`config.mk`:
```
export PLATFORM = sky130hd
export DESIGN_NAME = bdi_radix_div
export DESIGN_NICKNAME = d
export VERILOG_FILES = /design/src/hdl/bdi_pkg.sv /design/src/hdl/bdi_radix_div.sv
export SDC_FILE = /design/constraint.sdc
export NUM_CORES = 2
export LEC_CHECK = 0
export ABC_AREA = 1
export BUFFER_PORTS_ARGS = -buffer_cell sky130_fd_sc_hd__buf_2
export CORE_MARGIN = 2
export CORE_UTILIZATION = 49
export DETAILED_ROUTE_END_ITERATION = 7
export GPL_TIMING_DRIVEN = 0
export PLACE_DENSITY_LB_ADDON = 0.15
export SLEW_MARGIN = 15
export SYNTH_ARGS = -nofsm -noshare
export SYNTH_HDL_FRONTEND = slang
export SYNTH_SLANG_ARGS = --single-unit
export TNS_END_PERCENT = 100
```
`constraint.sdc`:
```
create_clock -name clk -period 2.3 [get_ports clk]
set_clock_uncertainty 0.1 [all_clocks]
set_input_delay 0.46 -clock clk [delete_from_list [all_inputs] [get_ports clk]]
set_output_delay 0.46 -clock clk [all_outputs]
set_load 0.02 [all_outputs]
```
`src/hdl/bdi_pkg.sv`:
```
// Package for the block distribution index unit: status codes, register indexes,
// widths and the clamp functions used by the top level; the radix divider shares the widths.
// No dependencies.
`default_nettype none
package bdi_pkg;

	localparam int MAX_AXES = 3;
	localparam int MAX_BLOCKS_PER_AXIS = 1024;
	localparam int QUO_W = 31;   // quotient bits of every divider
	localparam int REM_W = 10;   // remainder bits of a radix divider

	localparam logic [1:0] STAT_OK = 2'd0;
	localparam logic [1:0] STAT_RANK = 2'd1;
	localparam logic [1:0] STAT_OFFSET = 2'd2;

	localparam logic [2:0] REG_DIMENSIONS = 3'd0;
	localparam logic [2:0] REG_BLOCKS_X = 3'd1;
	localparam logic [2:0] REG_BLOCKS_Y = 3'd2;
	localparam logic [2:0] REG_BLOCKS_Z = 3'd3;
	localparam logic [2:0] REG_FIRST_RANK = 3'd4;
	localparam logic [2:0] REG_RANK_COUNT = 3'd5;

	// sideband carried alongside the radix dividers
	typedef struct packed {
		logic [30:0] share;
		logic [1:0]  status;
		logic [1:0]  axes;
		logic [10:0] ry;
		logic [10:0] rz;
		logic [9:0]  idx_x;
		logic [9:0]  idx_y;
	} bdi_side_t;

	function automatic logic [10:0] axis_clamp(input logic [10:0] v);
		logic [10:0] r;
		if (v == 11'd0) begin
			r = 11'd1;
		end else if (v > 11'(MAX_BLOCKS_PER_AXIS)) begin
			r = 11'(MAX_BLOCKS_PER_AXIS);
		end else begin
			r = v;
		end
		return r;
	endfunction

	function automatic logic [1:0] axes_clamp(input logic [1:0] v);
		logic [1:0] r;
		if (v == 2'd0) begin
			r = 2'd1;
		end else if (v > 2'(MAX_AXES)) begin
			r = 2'(MAX_AXES);
		end else begin
			r = v;
		end
		return r;
	endfunction

endpackage
`default_nettype wire

```
`src/hdl/bdi_radix_div.sv`:
```
// Pipelined restoring divider, 31-bit dividend by 11-bit radix, one quotient bit a stage.
// Carries a bdi_pkg::bdi_side_t alongside. Depends on bdi_pkg.
`default_nettype none
module bdi_radix_div (
	input  wire logic                clk,
	input  wire logic                arst_n,
	input  wire logic                adv,
	input  wire logic                in_valid,
	input  wire bdi_pkg::bdi_side_t  in_side,
	input  wire logic [30:0]         in_num,
	input  wire logic [10:0]         in_den,
	output logic                     out_valid,
	output bdi_pkg::bdi_side_t       out_side,
	output logic [30:0]              out_quo,
	output logic [9:0]               out_rem
);

	logic               v_s   [0:bdi_pkg::QUO_W];
	bdi_pkg::bdi_side_t sd_s  [0:bdi_pkg::QUO_W];
	logic [30:0]        num_s [0:bdi_pkg::QUO_W];
	logic [30:0]        quo_s [0:bdi_pkg::QUO_W];
	logic [9:0]         rem_s [0:bdi_pkg::QUO_W];
	logic [10:0]        den_s [0:bdi_pkg::QUO_W];

	assign v_s[0] = in_valid;
	assign sd_s[0] = in_side;
	assign num_s[0] = in_num;
	assign quo_s[0] = '0;
	assign rem_s[0] = '0;
	assign den_s[0] = in_den;

	for (genvar k = 1; k <= bdi_pkg::QUO_W; k++) begin : g_stage
		logic               v_q;
		bdi_pkg::bdi_side_t sd_q;
		logic [30:0]        num_q;
		logic [30:0]        quo_q;
		logic [9:0]         rem_q;
		logic [10:0]        den_q;
		logic [10:0]        trial;
		logic               ge;

		assign trial = {rem_s[k-1], num_s[k-1][30]};
		assign ge = trial >= den_s[k-1];

		always_ff @(posedge clk or negedge arst_n) begin
			if (!arst_n) begin
				v_q <= 1'b0;
			end else if (adv) begin
				v_q <= v_s[k-1];
			end
		end

		always_ff @(posedge clk) begin
			if (adv) begin
				sd_q <= sd_s[k-1];
				den_q <= den_s[k-1];
				num_q <= {num_s[k-1][29:0], 1'b0};
				quo_q <= {quo_s[k-1][29:0], ge};
				rem_q <= ge ? 10'(trial - den_s[k-1]) : trial[9:0];
			end
		end

		assign v_s[k] = v_q;
		assign sd_s[k] = sd_q;
		assign num_s[k] = num_q;
		assign quo_s[k] = quo_q;
		assign rem_s[k] = rem_q;
		assign den_s[k] = den_q;
	end

	assign out_valid = v_s[bdi_pkg::QUO_W];
	assign out_side = sd_s[bdi_pkg::QUO_W];
	assign out_quo = quo_s[bdi_pkg::QUO_W];
	assign out_rem = rem_s[bdi_pkg::QUO_W];

endmodule
`default_nettype wire

```
# Word level (Yosys, flattened, before mapping)
# Index checks and enable logic that the tools add are counted.
dict set report totals {
  elab_cells 464
  inputBits 123
  reg_bits 4019
}
dict set report classes {
  n_addsub 31
  n_lt_le_gt_ge 31
  muxes 31
}
# op n
set ops {}
lappend ops {{$ge A11 B11 Y1} 30}
lappend ops {{$mux W10} 30}
lappend ops {{$sub A10 B10 Y10} 30}
lappend ops {{$ge A1 B11 Y1} 1}
lappend ops {{$sub A1 B10 Y10} 1}
lappend ops {{$mux W1} 1}

# Logic depth before layout (Yosys ltp)
dict set report depth {
  ltp_word 2
  ltp_mapped 13
}

# Worst setup path after synthesis
# No wires, ideal clock.
dict set report synth_path {
  path_kind {flip-flop to flip-flop}
  from {register g_stage[15].rem_q[4]}
  to {register g_stage[16].rem_q[1], data pin}
  setup_time_ps 252
  path_stages_with_launch 11
  t_arrival_ps 1562
  slack_ps 386
  synth_period_minus_slack_ps 1914
  t_required_ps 1948
  cell_sequence {edfxtp_1 ha_1 nand2_1 inv_1 a21oi_1 nand2_2 nand2_4 nand2_4 buf_12 nand2_1 nand2_1}
}
dict set report synth_between {
  elab_chain_cells 2
}
# element line_no
set synth_rtl {}
lappend synth_rtl {{start: declaration} bdi_radix_div.sv:37} ;# logic [9:0] rem_q;
lappend synth_rtl {{start signal: assignment} bdi_radix_div.sv:59} ;# rem_q <= ge ? 10'(trial - den_s[k-1]) : trial[9:0];
lappend synth_rtl {{$ge A11 B11 Y1} bdi_radix_div.sv:43} ;# assign ge = trial >= den_s[k-1];
lappend synth_rtl {{net g_stage[16].ge} bdi_radix_div.sv:40} ;# logic ge;
lappend synth_rtl {{$mux W10} bdi_radix_div.sv:59}
lappend synth_rtl {{end signal: assignment} bdi_radix_div.sv:59}
lappend synth_rtl {{end: declaration} bdi_radix_div.sv:37}
# The timed path passes the listed nets, and every way through them passes these cells.
# A chain may end at the register's enable or synchronous reset.

# Worst setup path in the final report
dict set report layout_path {
  from {register g_stage[11].rem_q[1]}
  to {register g_stage[12].rem_q[9], data pin}
}
dict set report layout_between {
  elab_chain_cells 2
  elab_cells_between_ends 3
}
# element line_no
set layout_rtl {}
lappend layout_rtl {{start: declaration} bdi_radix_div.sv:37}
lappend layout_rtl {{start signal: assignment} bdi_radix_div.sv:59}
lappend layout_rtl {{$ge A11 B11 Y1} bdi_radix_div.sv:43}
lappend layout_rtl {{net g_stage[12].ge} bdi_radix_div.sv:40}
lappend layout_rtl {{$mux W10} bdi_radix_div.sv:59}
lappend layout_rtl {{end signal: assignment} bdi_radix_div.sv:59}
lappend layout_rtl {{end: declaration} bdi_radix_div.sv:37}
# The timed path passes the listed nets, and every way through them passes these cells.

==> impl_metrics.ini <==
[outcome]
status = finished, final reports clean

[synthesis]
synth_common_cells = 3,988 x edfxtp_1, 1,700 x nand2_1, 928 x inv_1
ys_seq_area_share_pct = 84.2
synthFlopType = edfxtp_1
ys_ff_latch = 4019
synthMostInstantiatedCell = edfxtp_1
synthDistinctLibCells = 32
synth_enable_flop_cells = 3988
netlist.area_leader.share_pct = 83.6
synthesis.nets = 8863
avgSynthCellArea_sq_um = 17.1
yosysTopAreaCell = edfxtp_1
synthCells = 8378
ys_warn_count = 0
async_flop_share_pct = 0.771
synth_area_leaders = edfxtp_1 84%, nand2_1 4.5%, ha_1 2.9%
netlist_area_sq_mm = 0.143

[grt]
first_global_vias = 62742
antenna_found_initial = 7
grt_pass1_wl_mm = 339
grt_use_total_pct = 14.4
grt_overflow_total = 0
grt_start_max_net_pins = 160

[route]
antenna_left = 0
met3WireLength_mm = 6.89
vias = 63721
routed_wl_mm = 217
wire_per_inst_um = 16.0
avgViaCountPerCell = 4.72
wl_met1_mm = 99.9
first_iter_violations = 4333
dr_wl_met2_mm = 104
routed.top_layer = met4
dr.pass1.iters = 6
drc = 0

[final_layout]
finalNetCount = 9767
stdcell_count = 13514
fill_cells = 22392
final_core_util_pct = 57.3
stdcell_area_sq_mm = 0.167
syn_to_final_growth_pct = 16.3
drive_gt1_share_pct = 13.0

[critical_path]
path_class = flip-flop to flip-flop
arrival_ns = 2.79
required_ns = 2.85
worst-path-buf-inv = 1
cp_top_family = simple AND/OR/NAND/NOR gates
start_kind = flip-flop
crit_path_cell_trace = ha_1 -> or2_0 -> nand3_1 -> nand2_2 -> nand2_4 -> nand2_4 -> buf_6 -> nand3_1 -> nand2_1
worstPathMaxFanout = 10
crit_path_max_incr_delay_ns = 0.44
slowest_stage = edfxtp_1
endpoint_kind = flip-flop

[floorplan]
die_y_um = 545
ios = 242
start_util_pct = 49.2
core_area_sq_mm = 0.291
fp.dieW_um = 545
dieArea_sq_mm = 0.297
rows = 198

[place]
place.gp.congestion = 0.804
io_buffer_count = 241
dpl_cell_area_sq_mm = 0.150
hpwl_mm = 129
placedCellCount = 12547
pre_cts_slack_ns = -3.74

[cts]
clockRootBuffer = clkbuf_16
clock_sinks = 4019
htree_levels = 5
cts_tree = built
cts_inserted_buffers = 402
clk_latency_ns = 0.95
cts_max_path_buffers = 4
clkTransAtPathRegs_ns = 0.06

[timing]
final.setup.tns_ns = 0
max_freq_ghz = 0.446
setup_violations = 0
setup_slack_ns = 0.0572
rsz0062_at_grt = true
hold_violations = 0
fin_crit_sh_pct = 97.5
slew-limit-headroom_pct = 40.0
worstMarginPinSlew_ns = 0.900
period_minus_slack_ns = 2.24
slew_viol_final = 0

[power]
power_frac_clock_pct = 33.5
switching_share_pct = 26.7
combPwrFrac_pct = 17.1
p_leak_uw = 0.0639
ir_drop_uv = 893
p_int_uw = 137000
pwr-share-seq_pct = 49.4
power_switching_uw = 50000
p_per_area_mw_per_mm2 = 1130

[run]
cap_violations = 0

[min_path]
hold_path_class = primary input to flip-flop
[worst paths after layout]
| kind | slack, ns | end | start | cells after the start |
|---|---|---|---|---|
| max in group asynchronous | 1.44 | g_stage[5].v_q$_DFFE_PN0P_ | arst_n | 4 |
| worst max-delay path | 0.06 | g_stage[12].rem_q[9]$_DFFE_PP_ | g_stage[11].rem_q[1]$_DFFE_PP_ | 9 |
| worst min-delay path | 0.07 | g_stage[16].sd_q[12]$_DFFE_PP_ | adv | 2 |
| worst max register to register | 0.06 | g_stage[12].rem_q[9]$_DFFE_PP_ | g_stage[11].rem_q[1]$_DFFE_PP_ | 9 |
| min in group asynchronous | 0.43 | g_stage[30].v_q$_DFFE_PN0P_ | arst_n | 4 |
| worst min register to register | 0.23 | g_stage[9].sd_q[37]$_DFFE_PP_ | g_stage[8].sd_q[37]$_DFFE_PP_ | 0 |
[registers in the layout, summed over array words and instances (netlist names)]
register / count
out_side: 77
g_stage.v_q: 30
out_rem: 10
g_stage.num_q: 465
out_valid: 1
g_stage.rem_q: 300
g_stage.den_q: 330
out_quo: 31
g_stage.sd_q: 2310
g_stage.quo_q: 465
[power by group through the flow]
| stage | Clock (uW) | Sequential, uW | Combinational (uW) |
|---|---|---|---|
| after floorplan | 0 | 92800 | 21500 |
| after global placement | 0 | 90400 | 16400 |
| after detailed placement | 0 | 94100 | 30400 |
| after CTS | 65100 | 92600 | 31100 |
| after global routing | 67900 | 93200 | 36600 |
| final | 62800 | 92500 | 32000 |
[kinds of logic (layout without fill, tap and decap cells)]
| family | count (synthesis) | count (layout) | share of synthesized area [%] |
|---|---|---|---|
| DFF | 4019 | 4019 | 84.2 |
| AOI/OAI and AO/OA | 248 | 248 | 0.943 |
| muxes | 1 | 1 | 0.00786 |
| and+or+nand+nor | 2679 | 2680 | 8.20 |
| xor gates and xnor gates | 90 | 90 | 0.551 |
| other | 0 | 1 | 0 |
| adders and majority gates | 362 | 362 | 3.32 |
| buffers and inverters | 979 | 2213 | 2.79 |
[cell usage in the layout (no fill, tap or decap), drive strengths merged]
master / synthesis / layout
bufbuf: 0 / 28
dfrtp: 31 / 31
fa: 30 / 30
bufinv: 0 / 31
or2: 7 / 7
nor3: 4 / 4
diode: 0 / 1
o21a: 24 / 24
nand3b: 46 / 46
nand4: 38 / 38
and3: 1 / 1
and2: 7 / 7
dlygate4sd3: 0 / 125
nand2: 1791 / 1791
clkbuf: 7 / 499
nand3: 514 / 514
buf: 30 / 372
edfxtp: 3988 / 3988
ha: 332 / 332
o21ai: 56 / 56
xnor2: 9 / 9
o21bai: 6 / 6
nor2: 271 / 272
a21oi: 162 / 162
clkinv: 0 / 187
clkinvlp: 0 / 14
xor2: 81 / 81
mux2: 1 / 1
inv: 942 / 957
[worst register-to-register path, cell delays in order (launching register included)]
cell and delay (ns):
edfxtp_1 0.44, ha_1 0.40, or2_0 0.25, nand3_1 0.18
nand2_2 0.11, nand2_4 0.15, nand2_4 0.08, buf_6 0.15
nand3_1 0.07, nand2_1 0.07
[per-stage QoR]
step                hold WS (ns)  power, uW
floorplan                 0.0644     114000
global placement           0.300     107000
detailed placement         0.305     125000
CTS                      0.00159     189000
global route              0.0410     198000
finish                    0.0715     187000
[metal layers]
layer	track usage [%]	up-vias
li1	-	31814
met1	20.0	30609
met2	23.5	884
met3	2.11	414
met4	4.97	0
met5	0	-
[repair_timing]
| item | CTS | global route |
|---|---|---|
| endpoints found under the setup margin | 2253 | 352 |
| hold buffers | 129 | 0 |
| endpoints found under the hold margin | 330 | 0 |
| pin swaps | 0 | 18 |
| buffers inserted | 0 | 64 |
| gates resized for setup | 19 | 111 |
| gates cloned | 34 | 4 |
[cell type report]
| type | instances | area (sq um) | area share [%] |
|---|---|---|---|
| sequential | 4019 | 121000 | 72.4 |
| multi-input combinational | 3381 | 19200 | 11.5 |
| clock buffer | 488 | 10400 | 6.27 |
| timing repair buffer | 499 | 4990 | 3.00 |
| tap | 3900 | 4880 | 2.93 |
| inverter | 942 | 3540 | 2.12 |
| clock inverter | 247 | 2510 | 1.51 |
| buffer | 37 | 460 | 0.276 |
| antenna | 1 | 2.50 | 0.00150 |
(Power assumes the default switching activity.)
